`src/design/epoch_seconds_to_calendar_top_assert.svh`:
```
// ----------------------------------------------------------------------------
// Assertion macros for the epoch-to-calendar converter
// Immediate-consequence and next-cycle property shorthands.
// ----------------------------------------------------------------------------
`ifndef EPOCH_SECONDS_TO_CALENDAR_TOP_ASSERT_SVH
`define EPOCH_SECONDS_TO_CALENDAR_TOP_ASSERT_SVH

`define ESTS_ASSERT_NOW(lbl, ante, cons) \
  lbl: assert property (@(posedge clk) disable iff (rst) (ante) |-> (cons)) \
    else $error("calendar converter check failed");

`define ESTS_ASSERT_NEXT(lbl, ante, cons) \
  lbl: assert property (@(posedge clk) disable iff (rst) (ante) |=> (cons)) \
    else $error("calendar converter pipeline check failed");

`endif

```
`src/design/ests_pkg.sv`:
```
// ----------------------------------------------------------------------------
// ests_pkg
// Constants and tables shared by the epoch-to-calendar pipeline.
// ----------------------------------------------------------------------------
package ests_pkg;

  localparam int unsigned IN_W    = 32;
  localparam int unsigned OUT_W   = 40;
  localparam int unsigned DEPTH   = 7;

  localparam logic [31:0] EPOCH_2000   = 32'd946684800;
  localparam logic [31:0] DAY_MAGIC    = 32'd3257812231;
  localparam logic [15:0] HOUR_MAGIC   = 16'd37283;
  localparam logic [12:0] MIN_MAGIC    = 13'd4370;
  localparam logic [15:0] QUAD_MAGIC   = 16'd45934;
  localparam logic [15:0] LEAP_FIX_DAY = 16'd36584;

  typedef logic [15:0] days_t;

  function automatic logic [8:0] month_start(input logic leap, input logic [3:0] idx);
    logic [8:0] base;
    base = 9'd0;
    case (idx)
      4'd0:    base = 9'd0;
      4'd1:    base = 9'd31;
      4'd2:    base = 9'd59;
      4'd3:    base = 9'd90;
      4'd4:    base = 9'd120;
      4'd5:    base = 9'd151;
      4'd6:    base = 9'd181;
      4'd7:    base = 9'd212;
      4'd8:    base = 9'd243;
      4'd9:    base = 9'd273;
      4'd10:   base = 9'd304;
      4'd11:   base = 9'd334;
      default: base = 9'd0;
    endcase
    if (leap && idx >= 4'd2) begin
      base = base + 9'd1;
    end
    return base;
  endfunction

endpackage

```
`src/design/epoch_seconds_to_calendar_top.sv`:
```
// ----------------------------------------------------------------------------
// epoch_seconds_to_calendar_top
// Unix timestamp to calendar fields counted from the year 2000.
// ----------------------------------------------------------------------------
// Fully pipelined: one request enters per cycle while the output is not
// stalled, and its result is offered once it has passed through the seven
// register stages of reciprocal multiplies and compare banks. A stalled
// output holds the whole pipeline.
module epoch_seconds_to_calendar_top (
  input  logic        clk,
  input  logic        rst,
  input  logic        s_tvalid,
  output logic        s_tready,
  input  logic [31:0] s_tdata,   // epoch_seconds[31:0]
  output logic        m_tvalid,
  input  logic        m_tready,
  output logic [39:0] m_tdata    // year_offset[7:0], month_number[11:8],
                                 // day_of_month[16:12], hour_of_day[21:17],
                                 // minute_of_hour[27:22], second_of_minute[33:28]
);

  logic [ests_pkg::DEPTH-1:0] vld;
  logic                       en;
  logic [31:0]                t0;
  ests_pkg::days_t            days;
  logic [7:0]                 year_offset;
  logic [3:0]                 month_number;
  logic [4:0]                 day_of_month;
  logic [4:0]                 hour_of_day;
  logic [5:0]                 minute_of_hour;
  logic [5:0]                 second_of_minute;

  assign en       = !vld[ests_pkg::DEPTH-1] || m_tready;
  assign s_tready = en;
  assign m_tvalid = vld[ests_pkg::DEPTH-1];
  assign m_tdata  = {6'd0, second_of_minute, minute_of_hour, hour_of_day,
                     day_of_month, month_number, year_offset};

  always_ff @(posedge clk) begin
    if (rst) begin
      vld <= '0;
    end else if (en) begin
      vld <= {vld[ests_pkg::DEPTH-2:0], s_tvalid};
    end
  end

  always_ff @(posedge clk) begin
    if (en) begin
      t0 <= s_tdata - ests_pkg::EPOCH_2000;
    end
  end

  ests_time u_time (
    .clk              (clk),
    .en               (en),
    .t                (t0),
    .days             (days),
    .hour_of_day      (hour_of_day),
    .minute_of_hour   (minute_of_hour),
    .second_of_minute (second_of_minute)
  );

  ests_date u_date (
    .clk          (clk),
    .en           (en),
    .days         (days),
    .year_offset  (year_offset),
    .month_number (month_number),
    .day_of_month (day_of_month)
  );

`include "epoch_seconds_to_calendar_top_assert.svh"

  `ESTS_ASSERT_NOW(a_month_range, m_tvalid, (month_number >= 4'd1) && (month_number <= 4'd12))
  `ESTS_ASSERT_NOW(a_hour_range, m_tvalid, hour_of_day < 5'd24)
  `ESTS_ASSERT_NOW(a_time_range, m_tvalid, (minute_of_hour < 6'd60) && (second_of_minute < 6'd60))
  `ESTS_ASSERT_NOW(a_day_range, m_tvalid, (day_of_month != 5'd0) && (year_offset <= 8'd136))
  `ESTS_ASSERT_NEXT(a_advance, en && vld[ests_pkg::DEPTH-2], m_tvalid)

endmodule

```
`src/design/ests_time.sv`:
```
// ----------------------------------------------------------------------------
// ests_time
// Splits the reduced timestamp into day count, hour, minute and second.
// ----------------------------------------------------------------------------
module ests_time (
  input  logic                clk,
  input  logic                en,
  input  logic [31:0]         t,
  output ests_pkg::days_t     days,
  output logic [4:0]          hour_of_day,
  output logic [5:0]          minute_of_hour,
  output logic [5:0]          second_of_minute
);

  logic [31:0] t1;
  logic [63:0] dprod;
  logic [33:0] dmul;
  logic [16:0] sod2, sod3;
  logic [33:0] hprod;
  logic [4:0]  hr3, hr4, hr5;
  logic [16:0] hmul;
  logic [11:0] r2_4, r2_5;
  logic [24:0] mprod;
  logic [5:0]  min5;
  logic [11:0] smul;

  assign dprod = 64'(t) * 64'(ests_pkg::DAY_MAGIC);
  assign dmul  = 34'(days) * 34'd86400;
  assign hprod = 34'(sod2) * 34'(ests_pkg::HOUR_MAGIC);
  assign hmul  = 17'(hr3) * 17'd3600;
  assign mprod = 25'(r2_4) * 25'(ests_pkg::MIN_MAGIC);
  assign smul  = 12'(min5) * 12'd60;

  always_ff @(posedge clk) begin
    if (en) begin
      t1               <= t;
      days             <= dprod[63:48];
      sod2             <= t1[16:0] - dmul[16:0];
      hr3              <= hprod[31:27];
      sod3             <= sod2;
      r2_4             <= 12'(sod3 - hmul);
      hr4              <= hr3;
      min5             <= mprod[23:18];
      r2_5             <= r2_4;
      hr5              <= hr4;
      second_of_minute <= 6'(r2_5 - smul);
      minute_of_hour   <= min5;
      hour_of_day      <= hr5;
    end
  end

endmodule

```
`src/design/ests_date.sv`:
```
// ----------------------------------------------------------------------------
// ests_date
// Turns a day count from 2000-01-01 into year offset, month and day.
// ----------------------------------------------------------------------------
module ests_date (
  input  logic                clk,
  input  logic                en,
  input  ests_pkg::days_t     days,
  output logic [7:0]          year_offset,
  output logic [3:0]          month_number,
  output logic [4:0]          day_of_month
);

  logic [15:0] adj2, adj3;
  logic [31:0] qprod;
  logic [5:0]  q3, q4;
  logic [15:0] qmul;
  logic [10:0] r4;
  logic [1:0]  yin;
  logic [10:0] dsub;
  logic [8:0]  d5;
  logic        leap5;
  logic [7:0]  year5;
  logic [3:0]  idx;
  logic [8:0]  dstart;

  assign qprod = 32'(adj2) * 32'(ests_pkg::QUAD_MAGIC);
  assign qmul  = 16'(q3) * 16'd1461;

  always_comb begin
    if (r4 >= 11'd1096) begin
      yin  = 2'd3;
      dsub = r4 - 11'd1096;
    end else if (r4 >= 11'd731) begin
      yin  = 2'd2;
      dsub = r4 - 11'd731;
    end else if (r4 >= 11'd366) begin
      yin  = 2'd1;
      dsub = r4 - 11'd366;
    end else begin
      yin  = 2'd0;
      dsub = r4;
    end
  end

  always_comb begin
    idx = 4'd0;
    for (int k = 1; k < 12; k++) begin
      if (d5 >= ests_pkg::month_start(leap5, 4'(k))) begin
        idx = 4'(k);
      end
    end
    dstart = ests_pkg::month_start(leap5, idx);
  end

  always_ff @(posedge clk) begin
    if (en) begin
      adj2         <= days + ((days >= ests_pkg::LEAP_FIX_DAY) ? 16'd1 : 16'd0);
      adj3         <= adj2;
      q3           <= qprod[31:26];
      r4           <= 11'(adj3 - qmul);
      q4           <= q3;
      year5        <= {q4, 2'b00} + 8'(yin);
      leap5        <= (yin == 2'd0);
      d5           <= dsub[8:0];
      year_offset  <= year5;
      month_number <= idx + 4'd1;
      day_of_month <= 5'(d5 - dstart + 9'd1);
    end
  end

endmodule
```
`config.mk`:
```
export PLATFORM = sky130hd
export DESIGN_NAME = epoch_seconds_to_calendar_top
export DESIGN_NICKNAME = d
export VERILOG_FILES = /design/src/design/ests_pkg.sv /design/src/design/epoch_seconds_to_calendar_top.sv /design/src/design/ests_time.sv /design/src/design/ests_date.sv
export VERILOG_INCLUDE_DIRS = /design/src /design/src/design
export SDC_FILE = /design/constraint.sdc
export NUM_CORES = 2
export LEC_CHECK = 0
export CORE_AREA = 2 2 250 252
export CTS_CLUSTER_SIZE = 28
export DETAILED_ROUTE_END_ITERATION = 12
export DIE_AREA = 0 0 252 254
export DONT_BUFFER_PORTS = 1
export PLACE_DENSITY_LB_ADDON = 0.05
export SLEW_MARGIN = 20
export SYNTH_ARGS = -nofsm -noshare
export SYNTH_HDL_FRONTEND = slang
export SYNTH_HIERARCHICAL = 1
export SYNTH_SLANG_ARGS = --single-unit
```
`constraint.sdc`:
```
create_clock -name clk -period 11.71 [get_ports clk]
set_input_delay 0.5855 -clock clk [delete_from_list [all_inputs] [get_ports clk]]
set_output_delay 0.5855 -clock clk [all_outputs]
set_load 0.05 [all_outputs]
```
==> flow_metrics.py <==
metrics = {
    "final_layout": {
        "filler_cell_count": 5061,
        "drive_above_1_share_pct": 3.00,
        "antennaDiodeCount": 0,
        "area_growth_pct": 5.21,
        "multi_input_area_um2": 25900,
        "seqCellArea_um2": 7200,
        "nNetsFinal": 4662,
    },
    "floorplanning": {
        "die-area_um2": 64000,
        "start_util_pct": 59.3,
        "row_count": 91,
        "dieHeight_um": 254,
        "core-area_um2": 61300,
        "ios": 78,
        "die_w_um": 252,
    },
    "sta": {
        "worst_slack_ns": 4.39,
        "max_freq_ghz": 0.137,
        "hold_viol_final": 0,
        "rsz0062_at_grt": "false",
        "holdWs_ns": 0.0607,
        "min_period_ns": 7.32,
        "tns_ns": 0,
        "fin_skew_ns": 0.0378,
        "slew_headroom_pct": 43.2,
        "timing.final.crit_share_pct": 62.5,
        "worstMarginPinSlew_ns": 0.852,
        "report.final.slew_viol_count": 0,
        "finalSetupViolations": 0,
    },
    "worst_setup_path": {
        "cp_data_arrival_time_ns": 7.62,
        "crit_top_cell": "fa_1",
        "cpMaxStageDelayCell": "edfxtp_1",
        "path_cells": "fa_1, ha_1, inv_1, fa_1, fa_1, inv_1, fa_1, fa_1, fa_1, inv_1, fa_1, inv_1, ha_1, nand4_1, or4_1, nor4_2, o41ai_1, o21a_1, a21oi_4, a21oi_1, xnor2_1",
        "reg2reg_slack_ns": 4.39,
        "crit_path_end_kind": "flop",
        "r2r-start": "t0[11]",
        "critPathKind": "flop to flop",
        "crit_buf_inv": 4,
        "start_kind": "flop",
        "crit_required_ns": 12.01,
        "critPathTopFamily": "adder cells",
        "r2r_cells": 21,
        "max_stage_delay_ns": 0.69,
        "reg2reg_to": "u_time/days[6]",
        "critical_path_peak_fanout": 12,
    },
    "hold_path": {
        "min_from": "rst",
        "hold_class": "primary input to flop",
        "hold-path-endpoint": "vld[3]",
        "hold_depth": 1,
    },
    "global_route": {
        "grt_max_degree": 109,
        "first_global_vias": 24850,
        "grt_first_pass_wirelength_mm": 133,
        "globalRouteTotalUtil_pct": 26.9,
        "antenna_found_initial": 0,
        "grt-ovfl-total": 0,
    },
    "yosys": {
        "async_flop_share_pct": 0,
        "synth_seq_cells": 242,
        "synth_ff_type": "edfxtp_1",
        "synth_compound_area_share_pct": 7.28,
        "synthXorXnorAreaFrac_pct": 3.33,
        "synth_edf_count": 235,
        "muxShareOfSynthArea_pct": 0.0861,
        "syn_area_um2": 36300,
        "synth_top_family_by_area": "adder cells",
        "synth_area_leaders": "ha_1 29%, fa_1 26%, edfxtp_1 19%",
        "syn_area_per_cell_um2": 11.0,
        "synth_largest_area_cell": "ha_1",
        "postSynthCellCount": 3292,
        "yosysSeqAreaShare_pct": 19.8,
        "synth_cell_types": 104,
        "synth_fa_ha_area_share_pct": 55.3,
        "synthSimpleGateAreaFrac_pct": 5.20,
        "ys_warn_count": 6,
        "synth_top_area_share_pct": 29.3,
    },
    "clock_tree": {
        "cts_setup_buffers": 0,
        "postCtsHoldBufs": 0,
        "cts_sinks": 242,
        "clockBufferDepth": 3,
        "cts_buffers": 30,
        "cts-root-buf": "clkbuf_16",
        "post_cts_resized": 0,
        "clk_latency_ns": 0.59,
        "htree_num_levels": 1,
        "cts_tree": "yes",
        "clkTransAtPathRegs_ns": 0.06,
    },
    "route": {
        "vias_per_cell": 5.62,
        "wire_per_inst_um": 20.0,
        "drt_iter0_drc": 1270,
        "wirelength_mm": 82.3,
        "detail-route-antenna-nets": 0,
        "dr.pass1.iters": 6,
        "via_count": 23134,
        "drc_errors": 0,
    },
    "place": {
        "place_ws_ns": 4.38,
        "portBuffers": 0,
        "dp_hpwl_mm": 70.0,
        "gp_routability_congestion": 0.941,
    },
    "outcome": {
        "outcome": "completed",
    },
    "job": {
        "drv_cap": 0,
    },
}
## cells in the final DEF (no fill, tap or decap), drive strengths merged, types with 12 or more instances in the layout
cell and n:
nand4 23, nor2 74, a21o 52, nand3 51, o21bai 13, a21oi 114
o21ai 73, edfxtp 235, ha 850, nor2b 13, fa 472, o21a 12
nand2 92, xor2 39, a211oi 18, inv 811, nor3 25, clkbuf 40
xnor2 99, and3 19
## cell usage after synthesis, types with 10 or more instances
cell,instances
ha_1,850
inv_1,807
fa_1,472
edfxtp_1,235
a21oi_1,113
xnor2_1,99
nand2_1,92
nor2_1,74
o21ai_0,68
a21o_1,49
nand3_1,48
xor2_1,39
nor3_1,25
nand4_1,23
and3_1,17
a211oi_1,16
nor2b_1,13
o21bai_1,13
o21a_1,12
a31oi_1,10
nand2b_1,10
## final cells by class
cell class                      instances  share of cell area (%)
Clock buffer                           40                    2.28
Clock inverter                         16                   0.465
Inverter                              808                    7.96
Multi-Input combinational cell       2218                    67.7
Sequential cell                       242                    18.8
Tap cell                              790                    2.59
Timing Repair Buffer                    4                   0.131
## routing by layer
metal,track usage [%],share of wire [%],up-vias
met1,36.5,45,11547
li1,-,-,10992
met3,2.83,3.9,131
met4,8.13,3.4,0
met2,45.6,48,464
met5,0,0,-
## sequential cells by signal (all words and copies together), names as in the netlist, 5 cells and up
| signal | flops |
|---|---|
| u_date/adj2 | 16 |
| u_time/min5 | 6 |
| u_time/days | 16 |
| u_time/second_of_minute | 6 |
| u_time/hr4 | 5 |
| u_time/hour_of_day | 5 |
| u_date/d5 | 9 |
| vld | 7 |
| u_date/day_of_month | 5 |
| u_time/minute_of_hour | 6 |
| t0 | 32 |
| u_date/q4 | 6 |
| u_date/r4 | 11 |
| u_time/r2_4 | 12 |
| u_date/year5 | 8 |
| u_time/sod2 | 17 |
| u_time/hr3 | 5 |
| u_time/hr5 | 5 |
| u_time/sod3 | 12 |
| u_date/q3 | 6 |
| u_date/year_offset | 8 |
| u_date/adj3 | 11 |
| u_time/t1 | 17 |
| u_time/r2_5 | 6 |
## cells by family after synthesis
group | Yosys count
muxes | 3
AOI/OAI and AO/OA | 388
buffers and inverters | 837
DFF | 242
and+or+nand+nor | 361
xor gates and xnor gates | 138
other | 1
adders and majority gates | 1322
## stage by stage
step	util [%]	cell area [um^2]	std cells
finish	62.4	38200	4118
global route	62.4	38200	4118
CTS	62.3	38200	4117
detailed placement	60.6	37100	4061
global placement	60.6	37100	4061
floorplan	-	36300	3297
## worst max-delay path by stage
| stage | from | end | slack, ns | depth (start not counted) |
|---|---|---|---|---|
| after CTS | t0[2] | u_time/days[6] | 4.33 | 21 |
| after detailed placement | t0[2] | u_time/days[6] | 4.38 | 21 |
| final | t0[11] | u_time/days[6] | 4.39 | 21 |
| after global placement | t0[3] | u_time/days[6] | 4.57 | 21 |
| after floorplan | t0[10] | u_time/days[6] | 5.14 | 21 |
| after global routing | t0[11] | u_time/days[9] | 4.01 | 21 |
Power is left out: the tool's default activity adds up to more than one toggle a clock period on the data nets, which glitch-free logic cannot reach.
